<file path="src/rtl/frx_pkg.sv">
`timescale 1ns / 1ps
`default_nettype none

package frx_pkg;

    localparam int MAX_FRAME_BYTES_DEF = 256;
    localparam logic [7:0] START_MARKER_RST = 8'hAA;

    // start, type and length come before the payload
    localparam int HDR_BYTES = 3;
    // wide enough for header plus the largest length byte
    localparam int CMP_W = 10;

    typedef enum logic [2:0] {
        ST_SKIP     = 3'd0,
        ST_HEADER   = 3'd1,
        ST_PAYLOAD  = 3'd2,
        ST_GOOD     = 3'd3,
        ST_BAD      = 3'd4,
        ST_OVERFLOW = 3'd5
    } status_t;

    typedef struct packed {
        status_t    status;
        logic [7:0] payload_byte;
        logic [7:0] payload_index;
        logic [7:0] frame_type;
        logic [7:0] frame_length;
    } frx_result_t;

endpackage

`default_nettype wire

</file>
<file path="src/rtl/frx_if.sv">
`timescale 1ns / 1ps
`default_nettype none

interface frx_byte_if;
    logic       valid;
    logic       ready;
    logic [7:0] rx_byte;

    modport source (output valid, output rx_byte, input ready);
    modport sink (input valid, input rx_byte, output ready);
endinterface

interface frx_status_if;
    logic       valid;
    logic       ready;
    logic [2:0] status;
    logic [7:0] payload_byte;
    logic [7:0] payload_index;
    logic [7:0] frame_type;
    logic [7:0] frame_length;

    modport source (
        output valid, output status, output payload_byte, output payload_index,
        output frame_type, output frame_length, input ready
    );
    modport sink (
        input valid, input status, input payload_byte, input payload_index,
        input frame_type, input frame_length, output ready
    );
endinterface

interface frx_cfg_if;
    logic       valid;
    logic       ready;
    logic [7:0] wdata;

    modport source (output valid, output wdata, input ready);
    modport sink (input valid, input wdata, output ready);
endinterface

`default_nettype wire

</file>
<file path="src/rtl/frx_in_stage.sv">
`timescale 1ns / 1ps
`default_nettype none

module frx_in_stage
    import frx_pkg::*;
(
    input  wire logic       clk,
    input  wire logic       rst_n,
    frx_byte_if.sink        in_ch,
    input  wire logic       down_ready,
    output logic            byte_valid,
    output logic [7:0]      byte_data
);

    logic       valid_reg;
    logic       valid_next;
    logic [7:0] byte_reg;
    logic       take;

    assign in_ch.ready = !valid_reg || down_ready;
    assign take        = in_ch.valid && in_ch.ready;

    always_comb
    begin
        valid_next = valid_reg;
        if (take)
        begin
            valid_next = 1'b1;
        end
        else if (down_ready)
        begin
            valid_next = 1'b0;
        end
    end

    always_ff @(posedge clk or negedge rst_n)
    begin
        if (!rst_n)
        begin
            valid_reg <= 1'b0;
        end
        else
        begin
            valid_reg <= valid_next;
        end
    end

    always_ff @(posedge clk)
    begin
        if (take)
        begin
            byte_reg <= in_ch.rx_byte;
        end
    end

    assign byte_valid = valid_reg;
    assign byte_data  = byte_reg;

endmodule

`default_nettype wire

</file>
<file path="src/rtl/frx_parse.sv">
`timescale 1ns / 1ps
`default_nettype none

module frx_parse
    import frx_pkg::*;
#(
    parameter int MAX_FRAME_BYTES = MAX_FRAME_BYTES_DEF
)
(
    input  wire logic  clk,
    input  wire logic  rst_n,
    input  wire logic  byte_valid,
    input  wire logic  [7:0] byte_data,
    input  wire logic  down_ready,
    input  wire logic  [7:0] start_marker,
    output frx_result_t result
);

    localparam int CNT_W = $clog2(MAX_FRAME_BYTES);
    localparam logic [CNT_W:0] MAX_C = (CNT_W + 1)'(MAX_FRAME_BYTES);
    localparam logic [CMP_W-1:0] HDR_C = CMP_W'(HDR_BYTES);

    logic [CNT_W-1:0] cnt_reg;
    logic [CNT_W-1:0] cnt_next;
    logic [7:0]       xor_reg;
    logic [7:0]       xor_next;
    logic [7:0]       type_reg;
    logic [7:0]       type_next;
    logic [7:0]       len_reg;
    logic [7:0]       len_next;

    logic             fire;
    logic [CNT_W:0]   cnt_inc;
    logic [CMP_W-1:0] pos_ext;
    logic [CMP_W-1:0] pay_end;
    logic [CMP_W-1:0] pidx_full;

    assign fire      = byte_valid && down_ready;
    assign cnt_inc   = {1'b0, cnt_reg} + (CNT_W + 1)'(1);
    assign pos_ext   = CMP_W'(cnt_reg);
    assign pay_end   = HDR_C + CMP_W'(len_reg);
    assign pidx_full = pos_ext - HDR_C;

    always_comb
    begin
        cnt_next  = cnt_reg;
        xor_next  = xor_reg;
        type_next = type_reg;
        len_next  = len_reg;
        result    = '{status: ST_SKIP, default: '0};

        if (cnt_reg == '0 && byte_data != start_marker)
        begin
            result.status = ST_SKIP;
        end
        else if (cnt_inc >= MAX_C)
        begin
            // frame ran past the buffer, drop it
            result.status = ST_OVERFLOW;
            cnt_next      = '0;
            xor_next      = '0;
        end
        else if (pos_ext < HDR_C)
        begin
            if (pos_ext == CMP_W'(1))
            begin
                type_next = byte_data;
            end
            else if (pos_ext == CMP_W'(2))
            begin
                len_next = byte_data;
            end
            cnt_next      = cnt_inc[CNT_W-1:0];
            xor_next      = xor_reg ^ byte_data;
            result.status = ST_HEADER;
        end
        else if (pos_ext < pay_end)
        begin
            cnt_next             = cnt_inc[CNT_W-1:0];
            xor_next             = xor_reg ^ byte_data;
            result.status        = ST_PAYLOAD;
            result.payload_byte  = byte_data;
            result.payload_index = pidx_full[7:0];
        end
        else
        begin
            result.status       = (byte_data == xor_reg) ? ST_GOOD : ST_BAD;
            result.frame_type   = type_reg;
            result.frame_length = len_reg;
            cnt_next            = '0;
            xor_next            = '0;
        end
    end

    always_ff @(posedge clk or negedge rst_n)
    begin
        if (!rst_n)
        begin
            cnt_reg  <= '0;
            xor_reg  <= '0;
            type_reg <= '0;
            len_reg  <= '0;
        end
        else if (fire)
        begin
            cnt_reg  <= cnt_next;
            xor_reg  <= xor_next;
            type_reg <= type_next;
            len_reg  <= len_next;
        end
    end

`ifndef SYNTH
    a_cnt_below_max: assert property (@(posedge clk) disable iff (!rst_n)
        {1'b0, cnt_reg} < MAX_C)
        else $error("byte count reached frame limit");

    a_end_hunts: assert property (@(posedge clk) disable iff (!rst_n)
        fire && (result.status == ST_GOOD || result.status == ST_BAD ||
                 result.status == ST_OVERFLOW) |=> cnt_reg == '0 && xor_reg == '0)
        else $error("receiver did not return to hunting after frame end");

    a_skip_keeps: assert property (@(posedge clk) disable iff (!rst_n)
        fire && result.status == ST_SKIP |=> cnt_reg == '0 && $stable(xor_reg))
        else $error("skipped byte changed state");

    a_payload_counts: assert property (@(posedge clk) disable iff (!rst_n)
        fire && result.status == ST_PAYLOAD |=>
        cnt_reg == $past(cnt_reg) + CNT_W'(1) && $stable(len_reg))
        else $error("payload byte did not advance count");
`endif

endmodule

`default_nettype wire

</file>
<file path="src/rtl/frx_out_stage.sv">
`timescale 1ns / 1ps
`default_nettype none

module frx_out_stage
    import frx_pkg::*;
(
    input  wire logic        clk,
    input  wire logic        rst_n,
    input  wire logic        up_valid,
    input  wire frx_result_t up_result,
    output logic             up_ready,
    frx_status_if.source     out_ch
);

    logic        valid_reg;
    logic        valid_next;
    frx_result_t res_reg;
    logic        load;

    assign up_ready = !valid_reg || out_ch.ready;
    assign load     = up_valid && up_ready;

    always_comb
    begin
        valid_next = valid_reg;
        if (load)
        begin
            valid_next = 1'b1;
        end
        else if (out_ch.ready)
        begin
            valid_next = 1'b0;
        end
    end

    always_ff @(posedge clk or negedge rst_n)
    begin
        if (!rst_n)
        begin
            valid_reg <= 1'b0;
        end
        else
        begin
            valid_reg <= valid_next;
        end
    end

    always_ff @(posedge clk)
    begin
        if (load)
        begin
            res_reg <= up_result;
        end
    end

    assign out_ch.valid         = valid_reg;
    assign out_ch.status        = res_reg.status;
    assign out_ch.payload_byte  = res_reg.payload_byte;
    assign out_ch.payload_index = res_reg.payload_index;
    assign out_ch.frame_type    = res_reg.frame_type;
    assign out_ch.frame_length  = res_reg.frame_length;

endmodule

`default_nettype wire

</file>
<file path="src/rtl/xor_checked_frame_receiver_core.sv">
// path: a byte's status passes through the input register, the parser and then the output register
// throughput: one byte per cycle while out_ch.ready holds; counter and running xor update in the same cycle
// an input register and an output register decouple the two channels
// reset: rst_n is asynchronous, active low; receiver hunts for start, marker is 0xaa
// configuration writes are always ready and take effect on the next byte
`timescale 1ns / 1ps
`default_nettype none

module xor_checked_frame_receiver_core
    import frx_pkg::*;
#(
    parameter int MAX_FRAME_BYTES = MAX_FRAME_BYTES_DEF
)
(
    input  wire logic     clk,
    input  wire logic     rst_n,
    frx_cfg_if.sink       cfg,
    frx_byte_if.sink      in_ch,
    frx_status_if.source  out_ch
);

    logic        marker_wr;
    logic [7:0]  start_marker_reg;
    logic        byte_valid;
    logic [7:0]  byte_data;
    logic        down_ready;
    frx_result_t result;

    assign cfg.ready = 1'b1;
    assign marker_wr = cfg.valid && cfg.ready;

    always_ff @(posedge clk or negedge rst_n)
    begin
        if (!rst_n)
        begin
            start_marker_reg <= START_MARKER_RST;
        end
        else if (marker_wr)
        begin
            start_marker_reg <= cfg.wdata;
        end
    end

    frx_in_stage u_in (
        .clk        (clk),
        .rst_n      (rst_n),
        .in_ch      (in_ch),
        .down_ready (down_ready),
        .byte_valid (byte_valid),
        .byte_data  (byte_data)
    );

    frx_parse #(
        .MAX_FRAME_BYTES (MAX_FRAME_BYTES)
    ) u_parse (
        .clk          (clk),
        .rst_n        (rst_n),
        .byte_valid   (byte_valid),
        .byte_data    (byte_data),
        .down_ready   (down_ready),
        .start_marker (start_marker_reg),
        .result       (result)
    );

    frx_out_stage u_out (
        .clk       (clk),
        .rst_n     (rst_n),
        .up_valid  (byte_valid),
        .up_result (result),
        .up_ready  (down_ready),
        .out_ch    (out_ch)
    );

endmodule

`default_nettype wire
</file>
<file path="src/flat_wrapper.sv">
// flat-port wrapper written by rule: the top's interface ports become plain ports
module xor_checked_frame_receiver_core_flat import frx_pkg::*;
#(
    parameter int MAX_FRAME_BYTES = MAX_FRAME_BYTES_DEF
)
  (clk, rst_n, cfg_valid, cfg_wdata, cfg_ready, in_ch_valid, in_ch_rx_byte, in_ch_ready, out_ch_valid, out_ch_status, out_ch_payload_byte, out_ch_payload_index, out_ch_frame_type, out_ch_frame_length, out_ch_ready);
  frx_cfg_if cfg_i ();
  frx_byte_if in_ch_i ();
  frx_status_if out_ch_i ();
  input  wire logic clk;
  input  wire logic rst_n;
  input wire logic [$bits(cfg_i.valid)-1:0] cfg_valid;
  input wire logic [$bits(cfg_i.wdata)-1:0] cfg_wdata;
  output wire logic [$bits(cfg_i.ready)-1:0] cfg_ready;
  input wire logic [$bits(in_ch_i.valid)-1:0] in_ch_valid;
  input wire logic [$bits(in_ch_i.rx_byte)-1:0] in_ch_rx_byte;
  output wire logic [$bits(in_ch_i.ready)-1:0] in_ch_ready;
  output wire logic [$bits(out_ch_i.valid)-1:0] out_ch_valid;
  output wire logic [$bits(out_ch_i.status)-1:0] out_ch_status;
  output wire logic [$bits(out_ch_i.payload_byte)-1:0] out_ch_payload_byte;
  output wire logic [$bits(out_ch_i.payload_index)-1:0] out_ch_payload_index;
  output wire logic [$bits(out_ch_i.frame_type)-1:0] out_ch_frame_type;
  output wire logic [$bits(out_ch_i.frame_length)-1:0] out_ch_frame_length;
  input wire logic [$bits(out_ch_i.ready)-1:0] out_ch_ready;
  assign cfg_i.valid = cfg_valid;
  assign cfg_i.wdata = cfg_wdata;
  assign cfg_ready = cfg_i.ready;
  assign in_ch_i.valid = in_ch_valid;
  assign in_ch_i.rx_byte = in_ch_rx_byte;
  assign in_ch_ready = in_ch_i.ready;
  assign out_ch_valid = out_ch_i.valid;
  assign out_ch_status = out_ch_i.status;
  assign out_ch_payload_byte = out_ch_i.payload_byte;
  assign out_ch_payload_index = out_ch_i.payload_index;
  assign out_ch_frame_type = out_ch_i.frame_type;
  assign out_ch_frame_length = out_ch_i.frame_length;
  assign out_ch_i.ready = out_ch_ready;
  xor_checked_frame_receiver_core #(.MAX_FRAME_BYTES(MAX_FRAME_BYTES)) u_core (.clk(clk), .rst_n(rst_n), .cfg(cfg_i), .in_ch(in_ch_i), .out_ch(out_ch_i));
endmodule
</file>
<file path="config.mk">
export PLATFORM = sky130hd
export DESIGN_NAME = xor_checked_frame_receiver_core_flat
export DESIGN_NICKNAME = d
export VERILOG_FILES = /design/src/rtl/frx_pkg.sv /design/src/rtl/frx_if.sv /design/src/rtl/frx_in_stage.sv /design/src/rtl/frx_parse.sv /design/src/rtl/frx_out_stage.sv /design/src/rtl/xor_checked_frame_receiver_core.sv /design/src/flat_wrapper.sv
export SDC_FILE = /design/constraint.sdc
export NUM_CORES = 1
export LEC_CHECK = 0
export CELL_PAD_IN_SITES_DETAIL_PLACEMENT = 1
export CELL_PAD_IN_SITES_GLOBAL_PLACEMENT = 2
export CORE_MARGIN = 10
export CORE_UTILIZATION = 38
export CTS_CLUSTER_SIZE = 14
export DETAILED_ROUTE_END_ITERATION = 8
export DONT_BUFFER_PORTS = 1
export GPL_TIMING_DRIVEN = 0
export PLACE_DENSITY = 0.75
export SLEW_MARGIN = 0
export SYNTH_ARGS = -nofsm -noshare
export SYNTH_HDL_FRONTEND = slang
export SYNTH_SLANG_ARGS = --single-unit
export TNS_END_PERCENT = 30
</file>
<file path="constraint.sdc">
create_clock -name clk -period 3.4 [get_ports clk]
set_clock_uncertainty 0.05 [all_clocks]
set_input_delay 0.51 -clock clk [delete_from_list [all_inputs] [get_ports clk]]
set_output_delay 0.51 -clock clk [all_outputs]
set_load 0.01 [all_outputs]
</file>
==> results of run 1 <==
-- metal layers --
layer	track usage [%]	wire length [um]	part of all wire, %
met2	20.55	4404	49
met5	0	0	0
met1	14.96	4049	45
met4	4.124	109	1.2
met3	3.352	417	4.6
-- cells by family (layout without fill, tap and decap cells) --
group	Yosys count	count (layout)	share of synthesized area, %
buffers and inverters	19	39	2.150
adders and majority gates	12	12	3.738
DFF	85	85	58.44
AOI/OAI and AO/OA	48	48	8.224
other	1	1	0.09337
xor gates and xnor gates	28	28	6.106
muxes	25	25	7.009
and+or+nand+nor	92	92	14.24
-- final timing paths --
check / from / end / slack (ns)
worst max-delay path: u_core.u_parse.len_reg[0] / u_core.u_out.out_ch.frame_length[4] / 0.29
worst min-delay path: in_ch_rx_byte[6] / u_core.u_in.byte_data[6] / 0.20
worst max register to register: u_core.u_parse.len_reg[0] / u_core.u_out.out_ch.frame_length[4] / 0.29
worst min register to register: u_core.u_in.byte_valid / u_core.u_out.out_ch.valid / 0.45
max in group asynchronous: rst_n / u_core.start_marker_reg[1] / 2.43
min in group asynchronous: rst_n / u_core.u_out.out_ch.valid / 0.60
-- area by class of cell --
class | count | share of cell area, %
tap | 136 | 3.815
sequential | 85 | 52.62
buffer | 12 | 1.431
timing repair buffer | 4 | 1.459
multi-input combinational | 206 | 35.96
clock inverter | 6 | 1.262
inverter | 7 | 0.5891
clock buffer | 10 | 2.861
-- what timing repair did --
item,4_1_cts,5_1_grt
hold buffers,2,0
gates resized for setup,1,7
buffers inserted,0,2
pin swaps,0,0
endpoints found under the hold margin,42,0
setup endpoints to repair,14,39
-- synth_stat cells (all sizes together) (7+ instances only) --
cell type | count | share of area [%]
nor2b | 11 | 1.7
clkbuf | 7 | 0.65
xor2 | 7 | 1.5
nand2 | 8 | 0.75
ha | 12 | 3.7
nor2 | 15 | 1.4
xnor2 | 21 | 4.6
o21ai | 17 | 2.1
edfxtp | 43 | 32
a22o | 13 | 2.8
and2 | 26 | 4.0
inv | 7 | 0.65
mux2 | 25 | 7.0
dfrtp | 38 | 24
-- metrics by stage --
step / power, mW / cells / setup TNS, ns / util (%) / area (um2)
final: 3.981 / 466 / 0 / 43.21 / 4461
after global routing: 4.268 / 466 / -0.02429 / 43.21 / 4461
after CTS: 3.915 / 464 / 0 / 42.77 / 4415
after global placement: 3.123 / 446 / -2.339 / 40.55 / 4187
after floorplan: 2.783 / 310 / 0 / - / 4016
after detailed placement: 3.185 / 446 / -0.3601 / 40.56 / 4188
-- report_power, final --
group / switching, mW / internal, mW
clock: 0.396 / 0.281
sequential: 0.298 / 1.45
combinational: 0.838 / 0.713
-- worst register-to-register path: stages, from the launching register on --
cell and delay [ns]:
dfrtp_1 0.46, inv_1 0.09, ha_1 0.26, nand2b_1 0.17
xor2_1 0.15, ha_1 0.29, o21ai_0 0.09, a21oi_1 0.19
o21ai_2 0.16, nor3_1 0.59, clkbuf_1 0.31, and2_1 0.18
==> impl_metrics.json, run 1 <==
{
  "synth_ff_type": "edfxtp_1",
  "final-max-slew-violation-count": 0,
  "area_of_the_multi_input_gates_um2": 1604,
  "worst-path-buf-inv": 2,
  "synth.avg_cell_area_um2": 12.96,
  "detail_route.first_pass.iterations": 4,
  "worst_path_class_setup": "reg -> reg",
  "cts_tree": "built",
  "timing.reg2reg.worst_path_depth": 11,
  "dp_worst_setup_slack_ns": -0.05207,
  "min-delay-path-class": "in -> reg",
  "post_synth_net_total": 343,
  "root_buffer": "clkbuf_8",
  "floorplan.die.height_um": 122.8,
  "max_cap_violations": 0,
  "netlist_area_um2": 4016,
  "overflow": 0,
  "cellPowerDensity_nw_per_um2": 892.5,
  "drt-total-wl_mm": 8.981,
  "drt.antenna.violating_nets": 0,
  "cts_inserted_buffers": 9,
  "globalplace.congestion": 0.8184,
  "timing.final.ws_setup_ns": 0.2864,
  "area_growth_syn_to_layout_pct": 11.06,
  "first_global_vias": 2608,
  "worst_setup_hold_path_clk_slew_ns": 0.09,
  "die_width_um": 122.8,
  "footprint_of_the_flip_flops_and_latches_um2": 2347,
  "min_delay_path_depth": 0,
  "finish.net_count": 358,
  "overall_global_routing_resource_usage_pct": 12.28,
  "worst-slew-pin-transition_ns": 0.8749,
  "timing.critical_path.max_delay_family": "simple AND/OR/NAND/NOR gates",
  "drt-wirelength-per-cell_um": 19.27,
  "grt_first_pass_wirelength_mm": 14.22,
  "worst_slew_margin_rel_pct": 41.67,
  "crit_fanout": 10,
  "timing.hold.ws_ns": 0.2016,
  "placement.io_buffers": 0,
  "cts_max_level": 3,
  "timing.critical_path.depth": 11,
  "n_fill_cell": 1065,
  "mapped_cells": 310,
  "std_cell_rows": 37,
  "mostFrequentLayoutCells": "edfxtp_1, dfrtp_1, and2_1, mux2_2, xnor2_1",
  "ir_worst_vdd_mv": 0.3370,
  "remaining_drc_errors": 0,
  "vias": 2465,
  "async_s_r_ff_share_synth_pct": 49.41,
  "avgViaCountPerCell": 5.290,
  "timing_hold_violations_final": 0,
  "initial_utilization_pct": 38.90,
  "period_needed_ns": 3.114,
  "drive_above_1_share_pct": 20.00,
  "postSynthRegisterBits": 85,
  "cpMostUsedCell": "ha_1",
  "first_iter_violations": 189,
  "crit_path_end_kind": "flip-flop",
  "max_freq_mhz": 321.2,
  "clockBufferDepth": 2,
  "diodes": 0,
  "hpwl_mm": 6.350,
  "design.portCount": 59,
  "status": "complete, no violations",
  "yosysUniqueCellTypes": 46,
  "setup_viol_count_final": 0,
  "crit_required_ns": 3.57,
  "yosys_warnings": 0,
  "critical_path_start_type": "flip-flop",
  "timing.critical_path.slowest_stage_cell": "nor3_1",
  "p_leak_nw": 1.721,
  "timing.final.crit_share_pct": 91.58,
  "final_common_cell": "edfxtp_1",
  "grt_start_max_net_pins": 43,
  "critical_path.cell_chain": "inv_1, ha_1, nand2b_1, xor2_1, ha_1, o21ai_0, a21oi_1, o21ai_2, nor3_1, clkbuf_1, and2_1",
  "ys_seq_area_share_pct": 58.44,
  "clock_sink_count": 85,
  "cp_slowest_stage_delay_ns": 0.59,
  "die_area_um2": 15080,
  "placeableCoreArea_um2": 10320,
  "synth_edf_count": 43,
  "worstSkewPairLatency_ns": 0.35,
  "grt_antenna_before_repair": 0,
  "critical_path_arrival_ns": 3.28
}
No activity file was read; power rests on OpenSTA's default activity.
==> run 2, diff against run 1 <==
- CORE_ASPECT_RATIO: default -> 2
- PLACE_DENSITY: 0.75 -> default
- PLACE_DENSITY_LB_ADDON: default -> 0.05
==> impl_metrics.json, run 2 (same netlist as run 1, synthesis figures left out) <==
{
  "status": "complete, no violations",
  "first_iter_violations": 75,
  "timing.final.crit_share_pct": 94.43,
  "drt.antenna.violating_nets": 0,
  "drt-wirelength-per-cell_um": 20.79,
  "finish.net_count": 356,
  "detail_route.first_pass.iterations": 4,
  "die_area_um2": 15330,
  "drt-total-wl_mm": 9.669,
  "cellPowerDensity_nw_per_um2": 920.6,
  "placeableCoreArea_um2": 10410,
  "timing.critical_path.max_delay_family": "compound AO/OA/AOI/OAI gates",
  "hpwl_mm": 7.191,
  "rsz0062_at_grt": "yes",
  "area_growth_syn_to_layout_pct": 13.18,
  "drive_above_1_share_pct": 19.51,
  "diodes": 0,
  "clockBufferDepth": 2,
  "cts_tree": "built",
  "cp_slowest_stage_delay_ns": 0.44,
  "critical_path.cell_chain": "inv_1, ha_1, nor2_1, xnor2_1, ha_1, a211oi_1, o21ai_0, a31oi_2, o31ai_2, nor2_1, buf_2, a22o_1",
  "timing.critical_path.slowest_stage_cell": "dfrtp_1",
  "setup_viol_count_final": 0,
  "initial_utilization_pct": 38.58,
  "cts_max_level": 3,
  "vias": 2449,
  "worstSkewPairLatency_ns": 0.34,
  "die_width_um": 92.70,
  "grt_first_pass_wirelength_mm": 15.48,
  "final_cells": 465,
  "timing_hold_violations_final": 0,
  "floorplan.die.height_um": 165.4,
  "mostFrequentLayoutCells": "edfxtp_1, dfrtp_1, and2_1, mux2_2, xnor2_1",
  "avgViaCountPerCell": 5.267,
  "worst-slew-pin-transition_ns": 0.8934,
  "clock_sink_count": 85,
  "place_inst": 447,
  "placement.io_buffers": 0,
  "critical_path_start_type": "flip-flop",
  "globalplace.congestion": 0.7311,
  "overall_global_routing_resource_usage_pct": 13.40,
  "crit_fanout": 10,
  "first_global_vias": 2754,
  "worst_setup_hold_path_clk_slew_ns": 0.06,
  "grt_antenna_before_repair": 0,
  "cts_inserted_buffers": 9,
  "ir_worst_vdd_mv": 0.3986,
  "worst-path-buf-inv": 2,
  "max_freq_mhz": 311.5,
  "crit_required_ns": 3.62,
  "worst_slew_margin_rel_pct": 40.44,
  "p_leak_nw": 1.756,
  "timing.hold.ws_ns": 0.2144,
  "std_cell_rows": 53,
  "design.portCount": 59,
  "period_needed_ns": 3.210,
  "final_common_cell": "edfxtp_1",
  "root_buffer": "clkbuf_16",
  "grt_start_max_net_pins": 43,
  "min-delay-path-class": "in -> reg",
  "critical_path_arrival_ns": 3.43,
  "max_cap_violations": 0,
  "overflow": 0,
  "remaining_drc_errors": 0,
  "final-max-slew-violation-count": 0,
  "worst_path_class_setup": "reg -> reg",
  "crit_path_end_kind": "flip-flop"
}
[run 2: cell count changes in the layout (fill, tap and decap cells not counted), sizes merged]
| cell | before | now |
|---|---|---|
| clkbuf | 18 | 17 |
| inv | 10 | 8 |
| buf | 7 | 6 |
| bufinv | 0 | 1 |
| clkinv | 2 | 3 |
[run 2: worst register-to-register path: stages, from the launching register on]
cell	delay [ns]
dfrtp_1	0.44
inv_1	0.09
ha_1	0.26
nor2_1	0.15
xnor2_1	0.13
ha_1	0.27
a211oi_1	0.20
o21ai_0	0.14
a31oi_2	0.42
o31ai_2	0.19
nor2_1	0.32
buf_2	0.31
a22o_1	0.17
[run 2: worst paths after layout]
check / startpoint / to / slack (ns) / depth (start not counted)
min in group asynchronous: rst_n / u_core.start_marker_reg[2] / 0.61 / 2
min reg2reg: u_core.u_in.byte_valid / u_core.u_out.out_ch.valid / 0.44 / 1
max in group asynchronous: rst_n / u_core.start_marker_reg[5] / 2.43 / 2
max reg2reg: u_core.u_parse.len_reg[0] / u_core.u_parse.xor_reg[5] / 0.19 / 12
max: u_core.u_parse.len_reg[0] / u_core.u_parse.xor_reg[5] / 0.19 / 12
min: in_ch_rx_byte[6] / u_core.u_in.byte_data[6] / 0.21 / 0
[run 2: power by group]
| part | switching, mW | total (mW) | internal (mW) |
|---|---|---|---|
| registers | 0.313 | 1.77 | 1.46 |
| logic | 0.816 | 1.45 | 0.629 |
| clock network | 0.399 | 0.968 | 0.569 |
| total | 1.53 | 4.18 | 2.66 |
[run 2: metal layers]
layer  part of all wire, %  GRT usage, %  up-vias
met3                   4.9         4.436       11
met1                    39         13.53     1243
met2                    54         24.42       55
li1                      -             -     1140
met5                     0             0        -
met4                   2.3         5.712        0
[run 2: stage by stage]
stage	worst slack (ns)	setup TNS (ns)	cell area [um2]	util, %	power (mW)
finish	0.1895	0	4546	43.66	4.185
detailed placement	-0.1216	-1.722	4189	40.24	3.211
floorplan	0.5026	0	4016	-	2.783
global route	-0.006577	-0.006577	4546	43.66	4.513
global placement	-0.1978	-2.158	4188	40.22	3.157
CTS	0.03212	0	4533	43.54	4.246
[run 2: area by class of cell]
class / count / area, um2
Multi-Input combinational cell: 206 / 1609
Clock inverter: 6 / 63.81
Buffer: 12 / 61.31
Clock buffer: 10 / 229.0
Sequential cell: 85 / 2347
Tap cell: 137 / 171.4
Timing Repair Buffer: 2 / 37.54
Fill cell: 1117 / 5866
Inverter: 7 / 26.28
[run 2: repair_timing]
action                                  CTS  global route
hold buffers                              2             0
hold endpoints to repair                 42             0
setup buffers                             0             0
endpoints found under the setup margin   21            38
resized for setup                         3             5
==> run 3, diff against run 2 <==
- RECOVER_POWER: default -> 100
==> impl_metrics.json, run 3 (same netlist as run 1, synthesis figures left out) <==
{
  "status": "finished with violations",
  "violations_in_the_final_reports": "max-capacitance violations, max-slew violations",
  "overall_global_routing_resource_usage_pct": 13.40,
  "drive_above_1_share_pct": 17.99,
  "overflow": 0,
  "detail_route.first_pass.iterations": 3,
  "share_comb_of_total_power_pct": 33.7,
  "worst_slew_margin_rel_pct": -55.48,
  "area_growth_syn_to_layout_pct": 11.81,
  "grt_antenna_before_repair": 0,
  "worst-path-buf-inv": 2,
  "timing.final.crit_share_pct": 94.84,
  "critical_path.cell_chain": "buf_2, or4_1, nor3_2, o211ai_1, and2_1, clkbuf_1, nand4_1, mux2_2",
  "rsz0062_at_grt": "yes",
  "clockBufferDepth": 2,
  "remaining_drc_errors": 0,
  "worstSkewPairLatency_ns": 0.34,
  "placement.io_buffers": 0,
  "die_width_um": 92.70,
  "dp_worst_setup_slack_ns": -0.1216,
  "globalplace.congestion": 0.7311,
  "mostFrequentLayoutCells": "edfxtp_1, dfrtp_1, mux2_2",
  "p_leak_nw": 1.731,
  "drt-total-wl_mm": 9.657,
  "crit_required_ns": 3.57,
  "ir_worst_vdd_mv": 0.3995,
  "grt_start_max_net_pins": 43,
  "power.net_switching_mw": 1.503,
  "grt_first_pass_wirelength_mm": 15.48,
  "worst-slew-pin-transition_ns": 2.332,
  "max_cap_violations": 1,
  "design.portCount": 59,
  "finish.net_count": 356,
  "worst_path_class_setup": "reg -> reg",
  "cellPowerDensity_nw_per_um2": 920.6,
  "first_global_vias": 2754,
  "period_needed_ns": 3.225,
  "hpwl_mm": 7.191,
  "place_inst": 447,
  "cell_internal_pwr_mw": 2.631,
  "initial_utilization_pct": 38.58,
  "root_buffer": "clkbuf_16",
  "timing.final.ws_setup_ns": 0.1755,
  "clock_sink_count": 85,
  "floorplan.die.height_um": 165.4,
  "min-delay-path-class": "in -> reg",
  "cp_slowest_stage_delay_ns": 0.52,
  "design_power_total_mw": 4.134,
  "crit_fanout": 8,
  "timing.critical_path.slowest_stage_cell": "or4_1",
  "worst_setup_hold_path_clk_slew_ns": 0.06,
  "placeableCoreArea_um2": 10410,
  "drt.antenna.violating_nets": 0,
  "std_cell_rows": 53,
  "die_area_um2": 15330,
  "critical_path_arrival_ns": 3.39,
  "setup_viol_count_final": 0,
  "final-max-slew-violation-count": 43,
  "power.clock.fraction_pct": 23.4,
  "cts_max_level": 3,
  "critical_path_start_type": "flip-flop",
  "timing_hold_violations_final": 0,
  "timing.critical_path.max_delay_family": "simple AND/OR/NAND/NOR gates",
  "diodes": 0,
  "crit_path_end_kind": "flip-flop",
  "final_common_cell": "edfxtp_1",
  "cts_tree": "built",
  "max_freq_mhz": 310.1,
  "final_cells": 465,
  "drt-wirelength-per-cell_um": 20.77,
  "avgViaCountPerCell": 5.275,
  "fraction_of_power_consumed_by_sequential_logic_pct": 42.9,
  "post_cts_buffers": 0,
  "switching_share_pct": 36.35,
  "vias": 2453,
  "first_iter_violations": 86,
  "cts_inserted_buffers": 9
}
-- run 3: worst reg2reg max path, cell delays in order (launching register included) --
cell	delay [ns]
dfrtp_1	0.43
buf_2	0.19
or4_1	0.52
nor3_2	0.38
o211ai_1	0.31
and2_1	0.24
clkbuf_1	0.19
nand4_1	0.40
mux2_2	0.40
-- run 3: layer usage --
layer  global-route usage (%)  wire [um]  vias up
met3                    4.436        464       11
met2                    24.42       5225       57
li1                         -          -     1139
met4                    5.712        225        0
met5                        0          0        -
met1                    13.53       3741     1246
-- run 3: final cells by class --
cell class / instances / area (um2)
plain buffers: 12 / 60.06
clock buffers: 10 / 229.0
clock inverters: 6 / 63.81
fillers: 1122 / 5921
inverters: 7 / 26.28
multi-input cells: 206 / 1579
flip-flops and latches: 85 / 2347
well taps: 137 / 171.4
repair buffers: 2 / 13.76
-- run 3: path summary, 6_finish.rpt --
path / to / slack, ns / start / depth (start not counted)
worst min-delay path: u_core.u_in.byte_data[6] / 0.22 / in_ch_rx_byte[6] / 0
min in group asynchronous: u_core.start_marker_reg[6] / 1.36 / rst_n / 2
worst max-delay path: u_core.u_parse.type_reg[0] / 0.18 / u_core.u_parse.cnt_reg[3] / 8
worst max register to register: u_core.u_parse.type_reg[0] / 0.18 / u_core.u_parse.cnt_reg[3] / 8
worst min register to register: u_core.u_out.out_ch.valid / 0.44 / u_core.u_in.byte_valid / 1
max in group asynchronous: u_core.u_parse.xor_reg[5] / 0.60 / rst_n / 2
-- run 3: repair_timing --
action                                  in CTS  in global routing
pin swaps                                    0                  0
endpoints found under the setup margin      21                 38
hold buffers                                 2                  0
hold endpoints to repair                    42                  0
gates resized for setup                      3                  5
-- run 3: metrics by stage --
step | util (%) | hold slack (ns) | cell area [um2] | TNS [ns]
after floorplan | - | 0.1644 | 4016 | 0
after global placement | 40.22 | 0.1660 | 4188 | -2.158
after detailed placement | 40.24 | 0.1661 | 4189 | -1.722
after CTS | 43.54 | 0.2005 | 4533 | 0
after global routing | 43.13 | 0.1959 | 4491 | -0.006575
final | 43.13 | 0.2154 | 4491 | 0
-- run 3: power by group through the flow --
| stage | logic (mW) | clock network (mW) | registers (mW) |
|---|---|---|---|
| floorplan | 1.10 | 0 | 1.68 |
| global placement | 1.36 | 0 | 1.79 |
| detailed placement | 1.41 | 0 | 1.80 |
| CTS | 1.46 | 0.998 | 1.78 |
| global route | 1.60 | 1.04 | 1.82 |
| finish | 1.39 | 0.968 | 1.77 |
